`src/hw/rtl/rrht_pkg.sv`:
```
// Shared widths and the corner request type for the rounded rectangle hit test.
// No dependencies; used by rrht_corner, rounded_rect_hit_test and the testbench.
`timescale 1ns / 1ps

package rrht_pkg;

	// Coordinate and radius widths of the input beat.
	localparam int unsigned CoordW  = 16;
	localparam int unsigned RadiusW = 14;
	// A corner offset never exceeds the radius in magnitude.
	localparam int unsigned MagW    = RadiusW;
	localparam int unsigned SqW     = 2 * MagW;

	// Request handed from the region classifier to the corner distance test.
	typedef struct packed {
		logic               decided;    // Answer already known, no distance test.
		logic               early_hit;  // The known answer when decided is set.
		logic [MagW-1:0]    dx_mag;     // Offset from the corner circle center.
		logic [MagW-1:0]    dy_mag;
		logic [RadiusW-1:0] radius;
	} corner_req_t;

endpackage

```
`src/hw/rtl/rrht_corner.sv`:
```
// Corner distance test: squares the offsets and radius, then compares.
// Depends on rrht_pkg for widths and the corner_req_t type.
`timescale 1ns / 1ps

module rrht_corner (
	input  logic                clk,
	input  logic                arst_n,
	input  logic                req_valid,
	input  rrht_pkg::corner_req_t req,
	output logic                done,
	output logic                hit
);

	logic                       valid_s3;
	logic                       decided_s3;
	logic                       early_hit_s3;
	logic [rrht_pkg::SqW-1:0]   dx_sq_s3;
	logic [rrht_pkg::SqW-1:0]   dy_sq_s3;
	logic [rrht_pkg::SqW-1:0]   r_sq_s3;
	logic [rrht_pkg::SqW:0]     dist_sq;
	logic                       hit_d;

	// Valid bits of the two stages.
	always_ff @(posedge clk or negedge arst_n) begin
		if (!arst_n) begin
			valid_s3 <= 1'b0;
			done     <= 1'b0;
		end else begin
			valid_s3 <= req_valid;
			done     <= valid_s3;
		end
	end

	// Three independent squares, registered.
	always_ff @(posedge clk) begin
		decided_s3   <= req.decided;
		early_hit_s3 <= req.early_hit;
		dx_sq_s3     <= rrht_pkg::SqW'(req.dx_mag) * rrht_pkg::SqW'(req.dx_mag);
		dy_sq_s3     <= rrht_pkg::SqW'(req.dy_mag) * rrht_pkg::SqW'(req.dy_mag);
		r_sq_s3      <= rrht_pkg::SqW'(req.radius) * rrht_pkg::SqW'(req.radius);
	end

	// Sum of squares against the squared radius.
	assign dist_sq = {1'b0, dx_sq_s3} + {1'b0, dy_sq_s3};
	assign hit_d   = decided_s3 ? early_hit_s3 : (dist_sq <= {1'b0, r_sq_s3});

	always_ff @(posedge clk) begin
		hit <= hit_d;
	end

endmodule

```
`config.mk`:
```
export PLATFORM = sky130hd
export DESIGN_NAME = rrht_corner
export DESIGN_NICKNAME = d
export VERILOG_FILES = /design/src/hw/rtl/rrht_pkg.sv /design/src/hw/rtl/rrht_corner.sv
export SDC_FILE = /design/constraint.sdc
export NUM_CORES = 1
export LEC_CHECK = 0
export ABC_CLOCK_PERIOD_IN_PS = 4300
export BUFFER_PORTS_ARGS = -buffer_cell sky130_fd_sc_hd__buf_2
export CAP_MARGIN = 20
export CORE_ASPECT_RATIO = 1.2
export CORE_MARGIN = 5
export CORE_UTILIZATION = 45
export DETAILED_ROUTE_END_ITERATION = 7
export GPL_ROUTABILITY_DRIVEN = 0
export PLACE_DENSITY = 0.62
export SYNTH_ARGS = -nofsm -noshare
export SYNTH_HDL_FRONTEND = slang
export SYNTH_SLANG_ARGS = --single-unit
```
`constraint.sdc`:
```
create_clock -name clk -period 4.3 [get_ports clk]
set_input_delay 0.86 -clock clk [delete_from_list [all_inputs] [get_ports clk]]
set_output_delay 0.86 -clock clk [all_outputs]
set_load 0.02 [all_outputs]
```
---- Word level (Yosys, flattened, before mapping) ----
Index checks and enable logic that the tools add are counted.
operators by class
  $add $sub $neg .......................... 1
  mux-type cells .......................... 1
  $lt $le $gt $ge ......................... 1
  multipliers ............................. 3
operators by type and width
  operator          number
  $mul A14 B14 Y28  3
  $add A28 B28 Y29  1
  $le A29 B28 Y1    1
  $mux W1           1
storage, ports and cells
  output and inout port bits .............. 2
  input bits .............................. 47
  word-level logic and storage cells ...... 14
  flip-flop bits (word level) ............. 89

---- Depth between registers and ports, before layout ----
Gate-level depths: netlist of the first run.
  word-level depth ........................ 3
  depth in mapped cells ................... 24
  gate-level depth less buffers ........... 23

---- Least setup slack after synthesis of the first run ----
OpenSTA, ideal clock, no wires.
  path kind ............................... input to register
  start ................................... in req[2] in the netlist's numbering
  end ..................................... reg r_sq_s3[27] in the netlist's numbering
  stages on the path ...................... 23
  data arrival time ....................... 6.190 ns
  required time ........................... 4.179 ns
  setup time .............................. 0.121 ns
  setup slack ............................. -2.011 ns
  buffers on the path ..................... 2
  cell sequence ........................... clkbuf_1 clkbuf_1 nand2_1 fa_1 fa_1 inv_1 fa_1 inv_1 fa_1 inv_1 fa_1 inv_1 fa_1 inv_1 ha_1 o21a_1 o221ai_1 a311oi_1 nor2_1 a211oi_1 a21oi_1 a31oi_1 xnor2_1
between the ends
  cells in the longest elaborated chain, start to end .. 1
RTL lines
  element               RTL line           RTL
  from (decl)           rrht_corner.sv:9   input rrht_pkg::corner_req_t req,
  $mul A14 B14 Y28      rrht_corner.sv:40  r_sq_s3 <= rrht_pkg::SqW'(req.radius) * rrht_pkg::SqW'(req.radius);
  to (signal assigned)  rrht_corner.sv:40
  to (decl)             rrht_corner.sv:19  logic [rrht_pkg::SqW-1:0] r_sq_s3;
No other way between the ends.

---- Worst setup path in the final report of the first run ----
  start ................................... in req[31] in the netlist's numbering
  end ..................................... reg dx_sq_s3[26] in the netlist's numbering
between the ends
  cells in the longest elaborated chain, start to end .. 1
RTL lines
  element               RTL line           RTL
  $mul A14 B14 Y28      rrht_corner.sv:38  dx_sq_s3 <= rrht_pkg::SqW'(req.dx_mag) * rrht_pkg::SqW'(req.dx_mag);
  to (signal assigned)  rrht_corner.sv:38
  to (decl)             rrht_corner.sv:17  logic [rrht_pkg::SqW-1:0] dx_sq_s3;
No other way between the ends.

==> run_results.csv, run 1 <==
group,metric,value,unit
run_status,status,"finished, violations left",
run_status,violations,"negative setup slack",
floorplan,core_area,45000,um^2
synthesis,synthMuxAreaShare,0.414,%
timing,period_share,134,%
synthesis,synth_fp_nets,2993,
detailed_routing,finalWirelength,46.8,mm
global_route,grt_max_degree,17,
flow_run,drv_cap,0,
floorplan,die_w,205,um
timing,fin_ws,-1.46,ns
critical_path,worstSetupStartpoint,"req[31]",
detailed_routing,drt_iter0_markers,579,
place,port-buffer-count,48,
place,dp_hpwl,40.4,mm
critical_path,r2r_slack,0.44,ns
finish,nets,3513,
synthesis,synth-adder-area-share,53.2,%
global_route,top_usage_layer,"met2",
detailed_routing,ant_nets,0,
global_route,grt_pass1_wl,82.7,mm
timing,setup_viol,60,
synthesis,ys.flop_type,"dfxtp_1",
clock_network,clock_latency,0.35,ns
critical_path,reg2reg_depth,15,
synthesis,yosys.area_share.simple,11.2,%
finish,area_growth,35.3,%
global_route,grtUsageTotal,19.4,%
finish,antennaDiodeCount,0,
global_route,gr-usage-met2,36.2,%
finish,final_common_cell,"inv_1",
global_route,antenna_found_initial,0,
finish,post-route-util,61.7,%
critical_path,r2r-start,"dx_sq_s3[3]",
timing,fmax,0.174,GHz
clock_network,cts_sinks,86,
clock_network,cts_hold_buf,0,
floorplan,die_area,50000,um^2
timing,hold_ws,0.275,ns
finish,num-fill-cells,3627,
worst_hold_path,hold_class,"in -> async",
detailed_routing,wl_per_cell,13.7,um
synthesis,synth_top_family_by_area,"adder cells",
global_route,grt_use_met3,1.58,%
critical_path,end_kind,"flop",
synthesis,ys_seq_area_share,8.44,%
clock_network,cts_tree,"done",
floorplan,initial_core_util,45.6,%
floorplan,rows,85,
synthesis,synth_cell_types,78,
timing,rsz0062_at_grt,"yes",
detailed_routing,via_count,16500,
critical_path,cp_max_fo,5,
critical_path,crit_end,"dx_sq_s3[26]",
clock_network,cts-root-buf,"clkbuf_16",
global_route,gr-total-overflow,0,
clock_network,cts_buffers,9,
critical_path,arrival,6.00,ns
floorplan,ios,49,
synthesis,synth_compound_area_share,10.3,%
timing,slew_headroom,66.9,%
critical_path,startpoint_type,"primary input",
synthesis,syn_area,20500,um^2
timing,skew,0.00903,ns
synthesis,yosys_register_bits,86,
timing,slew_violations,0,
synthesis,async_flop_share,2.33,%
timing,tightest_slew,0.492,ns
critical_path,worstSetupPathType,"in -> reg",
finish,layout_common_cells,"inv_1 (524), buf_4 (447), fa_1 (324)",
detailed_routing,detail_route.first_pass.iterations,5,
clock_network,cts.clk_slew.worst_paths,0.06,ns
critical_path,crit_required,4.53,ns
synthesis,avgSynthCellArea,9.02,um^2
critical_path,reg2reg_to,"hit",
floorplan,die_h,244,um
detailed_routing,drc,0,
clock_network,cts_buffer_depth,2,
synthesis,synth_edf_count,0,
synthesis,yosysWarnings,0,
global_route,grt_use_met1,24.5,%
timing,layout_min_cycle_time,5.76,ns
timing,finalHoldViolCount,0,
global_route,grt_pass1_vias,18300,
clock_network,htreeDepth,3,
synthesis,synth-xor-area-share,5.21,%
detailed_routing,vias_per_cell,4.85,
finish,drive_gt1_share,32.4,%
synthesis,synth_cells,2276,
## registers in the layout (all words and copies together) (netlist names)
| signal | flops |
|---|---|
| hit | 1 |
| early_hit_s3 | 1 |
| dx_sq_s3 | 27 |
| done | 1 |
| decided_s3 | 1 |
| r_sq_s3 | 27 |
| valid_s3 | 1 |
| dy_sq_s3 | 27 |
## logic make-up (layout without fill, tap and decap cells)
kind of cell	Yosys count	in the layout
adder cells (fa/ha/maj)	670	670
buffers and inverters	615	1140
AND/OR/NAND/NOR	480	480
AO/OA/AOI/OAI	295	295
XOR/XNOR	122	122
flip-flops	86	86
multiplexers	8	8
## layout make-up
| cell class | instances | area (um^2) | share of cell area (%) |
|---|---|---|---|
| multi-input cells | 1575 | 18200 | 65.6 |
| repair buffers | 556 | 4580 | 16.5 |
| inverters | 568 | 2140 | 7.70 |
| flip-flops and latches | 86 | 1730 | 6.23 |
| well taps | 609 | 762 | 2.74 |
| clock buffers | 9 | 225 | 0.811 |
| clock inverters | 7 | 105 | 0.378 |
## critical path, stage by stage
cell      delay, ns
buf_12         0.11
and2_4         0.16
fa_1           0.54
inv_1          0.05
fa_1           0.48
inv_1          0.05
fa_1           0.49
inv_1          0.05
fa_1           0.45
fa_1           0.50
inv_2          0.04
fa_2           0.54
ha_4           0.21
a211oi_4       0.25
o21ai_2        0.10
a31oi_1        0.21
o21ai_2        0.09
a221o_1        0.31
o31a_1         0.28
mux2i_1        0.17
nand2_1        0.06
## per-layer routing
metal,wire [um],part of all wire (%)
met1,19800,42
met2,25000,53
met3,920,2.0
met4,1060,2.3
met5,0,0
## metrics by stage
| step | setup TNS (ns) | cells | area, um^2 | setup WS (ns) |
|---|---|---|---|---|
| detailed placement | -90.75 | 3347 | 25500 | -2.07 |
| floorplan | -65.68 | 2276 | 21400 | -1.66 |
| finish | -59.41 | 3410 | 27800 | -1.46 |
| global placement | -87.25 | 3347 | 25500 | -1.89 |
| global route | -69.73 | 3410 | 27800 | -1.67 |
| CTS | -58.45 | 3388 | 27200 | -1.56 |
## cell usage after synthesis (10+ instances only)
cell / count / area share [%]
nand2b_1: 15 / 0.46
fa_1: 339 / 33
xor2_1: 30 / 1.3
a21o_1: 44 / 1.6
and2_1: 89 / 2.7
dfxtp_1: 84 / 8.2
clkbuf_1: 47 / 0.86
a31oi_1: 11 / 0.34
nand3_1: 21 / 0.51
nor2_1: 60 / 1.1
a21oi_1: 77 / 1.9
inv_1: 568 / 10
o21ai_1: 13 / 0.32
ha_1: 331 / 20
xnor2_1: 92 / 3.9
o21a_1: 14 / 0.51
o21ai_0: 31 / 0.76
a31o_2: 10 / 0.43
nor3_1: 16 / 0.39
nor2b_1: 18 / 0.55
nand2_1: 218 / 4.0
## worst min path at each step
| stage | cells after the start | endpoint | start | slack, ns |
|---|---|---|---|---|
| final | 1 | done | arst_n | 0.27 |
| after global routing | 1 | done | arst_n | 0.25 |
| after CTS | 1 | valid_s3 | arst_n | 0.26 |
| after detailed placement | 0 | done | valid_s3 | 0.34 |
| after global placement | 0 | done | valid_s3 | 0.34 |
| after floorplan | 0 | done | valid_s3 | 0.33 |
## timing repair
| item | CTS | global route |
|---|---|---|
| gates resized for setup | 287 | 97 |
| buffers inserted | 37 | 30 |
| pin swaps | 189 | 107 |
| endpoints found under the setup margin | 62 | 63 |
Power of run 1 is left out: the tool's default activity adds up to more than one toggle a clock period on the data nets, which glitch-free logic cannot reach.
==> run 2, diff against run 1 <==
==> constraint.sdc (replaced) <==
create_clock -name clk -period 4.3 [get_ports clk]
set_input_delay 0.215 -clock clk [delete_from_list [all_inputs] [get_ports clk]]
set_output_delay 0.215 -clock clk [all_outputs]
set_load 0.02 [all_outputs]
==> run 2 against run 1 <==
Net effect: the flow still finishes with violations (negative setup slack); cell area is 1.2% lower; first-iteration DRC count is 12% lower; non-clock buffer count is 28 lower; clock-buffer cell count stayed put; worst hold slack worse by 0.12 ns; die area stayed put; register-to-register slack worse by 0.11 ns; clock skew is 0.0015 ns lower; critical endpoint unchanged.
==> run_results.csv, run 2 (same netlist as run 1, synthesis figures left out) <==
group,metric,value,unit
clock_network,htreeDepth,3,
timing,finalHoldViolCount,0,
timing,tightest_slew,0.568,ns
critical_path,max_stage_delay,0.55,ns
floorplan,die_h,244,um
critical_path,crit_family,"adder cells",
detailed_routing,detail_route.first_pass.iterations,5,
timing,fmax,0.195,GHz
clock_network,cts_buffer_depth,2,
floorplan,rows,85,
timing,fin_ws,-0.820,ns
floorplan,ios,49,
detailed_routing,drc,0,
run_status,violations,"negative setup slack",
flow_run,drv_cap,0,
finish,antennaDiodeCount,0,
critical_path,r2r-start,"dx_sq_s3[3]",
detailed_routing,finalWirelength,47.4,mm
clock_network,cts_tree,"done",
finish,reg_top3,"dx_sq_s3 (27), dy_sq_s3 (27), r_sq_s3 (27)",
global_route,grt_pass1_vias,18400,
global_route,grtUsageTotal,19.5,%
floorplan,die_area,50000,um^2
worst_hold_path,hold_class,"in -> reg",
critical_path,end_kind,"flop",
detailed_routing,via_count,16700,
critical_path,arrival,5.35,ns
detailed_routing,drt_iter0_markers,510,
finish,nets,3485,
timing,rsz0062_at_grt,"yes",
place,dp_hpwl,40.4,mm
global_route,grt_pass1_wl,82.6,mm
floorplan,core_area,45000,um^2
place,port-buffer-count,48,
timing,slew_headroom,62.1,%
timing,period_share,119,%
critical_path,worstSetupPathType,"in -> reg",
critical_path,cp_max_fo,6,
finish,layout_common_cells,"inv_1 (523), buf_4 (410), fa_1 (326)",
clock_network,cts-root-buf,"clkbuf_16",
floorplan,initial_core_util,45.6,%
clock_network,clock_latency,0.34,ns
global_route,grt_max_degree,19,
global_route,antenna_found_initial,0,
timing,layout_min_cycle_time,5.12,ns
finish,post-route-util,61.0,%
detailed_routing,wl_per_cell,14.0,um
critical_path,critical_path.cell_chain,"buf_12, and2_4, fa_1, inv_2, fa_1, inv_2, fa_1, inv_2, fa_1, fa_1, inv_1, fa_2, ha_4, a211oi_4, o21ai_2, a31oi_1, o21ai_2, a221o_1, o31a_1, mux2i_1, nand2_1",
critical_path,r2r_slack,0.33,ns
floorplan,die_w,205,um
critical_path,crit_slowest_cell,"fa_1",
detailed_routing,ant_nets,0,
critical_path,crit_required,4.53,ns
clock_network,cts_sinks,86,
timing,skew,0.00755,ns
critical_path,worstSetupStartpoint,"req[32]",
timing,slew_violations,0,
place,post_dp_cell_area,25000,um^2
finish,final_common_cell,"inv_1",
finish,area_growth,33.6,%
critical_path,critPathBufInv,5,
critical_path,startpoint_type,"primary input",
clock_network,cts.clk_slew.worst_paths,0.07,ns
run_status,status,"finished, violations left",
finish,fin_area,27400,um^2
place,post-place-ws,-1.33,ns
worst_hold_path,min_from,"req[14]",
clock_network,cts_buffers,9,
global_route,gr-total-overflow,0,
finish,drive_gt1_share,31.4,%
detailed_routing,vias_per_cell,4.94,
timing,setup_viol,50,
critical_path,crit_top_cell,"fa_1",
run 2: cell count changes in the layout (fill, tap and decap cells not counted), moves of 3 or more:
cell           previous run  this run
ha_1                    290       293
o21ai_0                  17        20
clkbuf_4                  0         4
a21oi_4                   8         5
xnor2_1                  74        82
and2_4                   13        18
o21ai_1                  14        10
buf_4                   447       410
and2_1                   76        71
xnor2_2                  16        10
dlygate4sd3_1             0         4
run 2: stage by stage:
step                      hold slack, ns  TNS, ns  cells
final                              0.154   -22.56   3382
after global routing               0.149   -30.67   3382
after CTS                          0.159   -22.62   3359
after detailed placement         0.00394   -49.98   3305
after global placement         -0.000247   -47.52   3305
after floorplan                  -0.0806   -29.40   2276
run 2: area by class of cell:
type	instances	area, um^2
clock buffers	9	225
clock inverters	7	75.1
fillers	3762	17600
inverters	568	2140
multi-input cells	1575	18100
flip-flops and latches	86	1730
well taps	609	762
repair buffers	528	4400
run 2: worst paths after layout:
path	to	cells past startpoint
worst max-delay path	dx_sq_s3[26]	21
worst min-delay path	dy_sq_s3[0]	2
worst max register to register	hit	15
worst min register to register	done	0
max in group asynchronous	done	2
min in group asynchronous	valid_s3	2
run 2: what timing repair did:
action,CTS,global route
pin swaps,166,150
endpoints found under the setup margin,53,56
hold endpoints to repair,5,0
resized for setup,228,172
buffers inserted,38,28
hold buffers,4,0
run 2: per-layer routing:
layer / track usage [%] / part of all wire, % / up-vias
met1: 23.2 / 40 / 8347
li1: - / - / 8088
met5: 0 / 0 / -
met4: 4.16 / 2.0 / 0
met3: 1.62 / 1.8 / 74
met2: 37.9 / 56 / 202
Power of run 2 is left out for the same reason.
==> run 3, diff against run 2 <==
--- a/config.mk
+++ b/config.mk
@@ -13,7 +13,6 @@
 export CORE_UTILIZATION = 45
 export DETAILED_ROUTE_END_ITERATION = 7
 export GPL_ROUTABILITY_DRIVEN = 0
-export PLACE_DENSITY = 0.62
 export SYNTH_ARGS = -nofsm -noshare
 export SYNTH_HDL_FRONTEND = slang
 export SYNTH_SLANG_ARGS = --single-unit
==> run 3 against run 2 <==
Net effect: the flow still finishes with violations (negative setup slack); register-to-register slack gained 0.05 ns; final cell count is 0.18% lower; worst setup slack worse by 0.072 ns; critical endpoint unchanged.
==> run_results.csv, run 3 (same netlist as run 1, synthesis figures left out) <==
group,metric,value,unit
floorplan,die_area,50000,um^2
worst_hold_path,hold_class,"in -> async",
critical_path,crit_slowest_cell,"fa_1",
floorplan,rows,85,
global_route,grt_pass1_wl,82.5,mm
place,placed_cells,3303,
timing,finalHoldViolCount,0,
timing,setup_viol,50,
critical_path,crit_required,4.53,ns
clock_network,cts-root-buf,"clkbuf_16",
critical_path,reg2reg_depth,15,
finish,stdcell_count,3376,
critical_path,cp_max_fo,13,
detailed_routing,via_count,16500,
floorplan,die_w,205,um
global_route,antenna_found_initial,0,
timing,tightest_slew,0.507,ns
critical_path,worstSetupPathType,"in -> reg",
finish,drive_gt1_share,30.4,%
clock_network,cts_sinks,86,
critical_path,r2r_slack,0.38,ns
clock_network,cts_buffers,9,
timing,rsz0062_at_grt,"yes",
timing,slew_headroom,66.1,%
clock_network,clock_latency,0.35,ns
global_route,gr-usage-met2,38.1,%
clock_network,htreeDepth,3,
timing,skew,0.00732,ns
detailed_routing,vias_per_cell,4.89,
floorplan,die_h,244,um
finish,layout_common_cells,"inv_1 (528), buf_4 (424), fa_1 (325)",
critical_path,worstSetupStartpoint,"req[39]",
timing,period_share,121,%
timing,layout_min_cycle_time,5.19,ns
finish,antennaDiodeCount,0,
finish,final_common_cell,"inv_1",
critical_path,startpoint_type,"primary input",
detailed_routing,finalWirelength,47.3,mm
finish,area_growth,32.5,%
critical_path,crit_end,"dx_sq_s3[26]",
place,port-buffer-count,48,
global_route,grt_use_met3,1.59,%
detailed_routing,wl_per_cell,14.0,um
floorplan,core_area,45000,um^2
critical_path,critical_path.cell_chain,"buf_2, buf_4, nand2_1, fa_1, inv_1, fa_1, inv_1, fa_1, inv_1, fa_1, inv_1, fa_1, inv_1, ha_1, ha_4, o21ai_0, nand2b_1, a31oi_1, o21ai_2, a221o_1, o31a_1, mux2i_1, nand2_1",
detailed_routing,detail_route.first_pass.iterations,4,
flow_run,drv_cap,0,
floorplan,ios,49,
detailed_routing,drt_iter0_markers,490,
global_route,grt_max_degree,19,
timing,fin_ws,-0.892,ns
clock_network,cts_tree,"done",
critical_path,r2r-start,"dx_sq_s3[3]",
place,dp_hpwl,40.7,mm
global_route,grt_use_met1,23.1,%
critical_path,end_kind,"flop",
global_route,grt_pass1_vias,18600,
finish,num-fill-cells,3827,
global_route,top_usage_layer,"met2",
critical_path,reg2reg_to,"hit",
detailed_routing,drc,0,
floorplan,initial_core_util,45.6,%
timing,slew_violations,0,
finish,reg_top3,"dx_sq_s3 (27), dy_sq_s3 (27), r_sq_s3 (27)",
clock_network,cts_buffer_depth,2,
place,post_dp_cell_area,25000,um^2
critical_path,max_stage_delay,0.54,ns
clock_network,cts.clk_slew.worst_paths,0.07,ns
detailed_routing,ant_nets,0,
timing,fmax,0.193,GHz
global_route,gr-total-overflow,0,
finish,nets,3479,
run_status,status,"finished, violations left",
global_route,grtUsageTotal,19.6,%
run_status,violations,"negative setup slack",
critical_path,arrival,5.42,ns
finish,fin_area,27200,um^2
finish,post-route-util,60.5,%
[run 3: changes by cell type in the layout (fill, tap and decap cells not counted), sizes merged]
| cell | delta |
|---|---|
| buf | -3 |
| inv | +2 |
| clkinv | -2 |
| clkbuf | -3 |
[run 3: stage by stage]
stage | setup slack [ns] | TNS, ns | hold slack, ns
finish | -0.892 | -22.03 | 0.170
global route | -1.12 | -30.80 | 0.180
CTS | -0.819 | -21.91 | 0.153
detailed placement | -1.25 | -48.57 | 0.00249
global placement | -1.27 | -48.02 | -0.000240
floorplan | -1.01 | -29.40 | -0.0806
[run 3: how the worst min path moves through the flow]
stage	start	end	slack, ns	cells after the start
2_1_floorplan	arst_n	done	-0.08	0
3_3_place_gp	arst_n	valid_s3	-0.0002	1
3_5_place_dp	arst_n	valid_s3	0.002	1
4_1_cts	arst_n	valid_s3	0.15	2
5_1_grt	arst_n	done	0.18	2
6_report	arst_n	valid_s3	0.17	2
[run 3: final cells by class]
cell class	count	area, um^2	share of cell area [%]
inverters	568	2130	7.84
flip-flops and latches	86	1730	6.37
well taps	609	762	2.80
multi-input cells	1575	18000	66.1
repair buffers	522	4300	15.8
clock buffers	9	225	0.828
clock inverters	7	70.1	0.258
[run 3: timing repair]
action	in CTS	in global routing
setup buffers	32	28
hold endpoints to repair	5	0
endpoints found under the setup margin	52	56
pin swaps	166	141
cloned	0	0
gates resized for setup	214	132
hold buffers	4	0
[run 3: per-layer routing]
metal,part of all wire (%),vias up,routed length (um)
li1,-,8082,-
met1,40,8159,19000
met2,56,179,26300
met3,1.6,90,770
met4,2.5,0,1200
met5,0,-,0
[run 3: worst max-delay path: cells and delay by family]
family                     cells  cell delay, ns
buffers and inverters          7            0.56
muxes                          1            0.15
AOI/OAI and AO/OA              5            1.20
and+or+nand+nor                3            0.35
adders and majority gates      7            2.96
Power of run 3 is left out for the same reason.
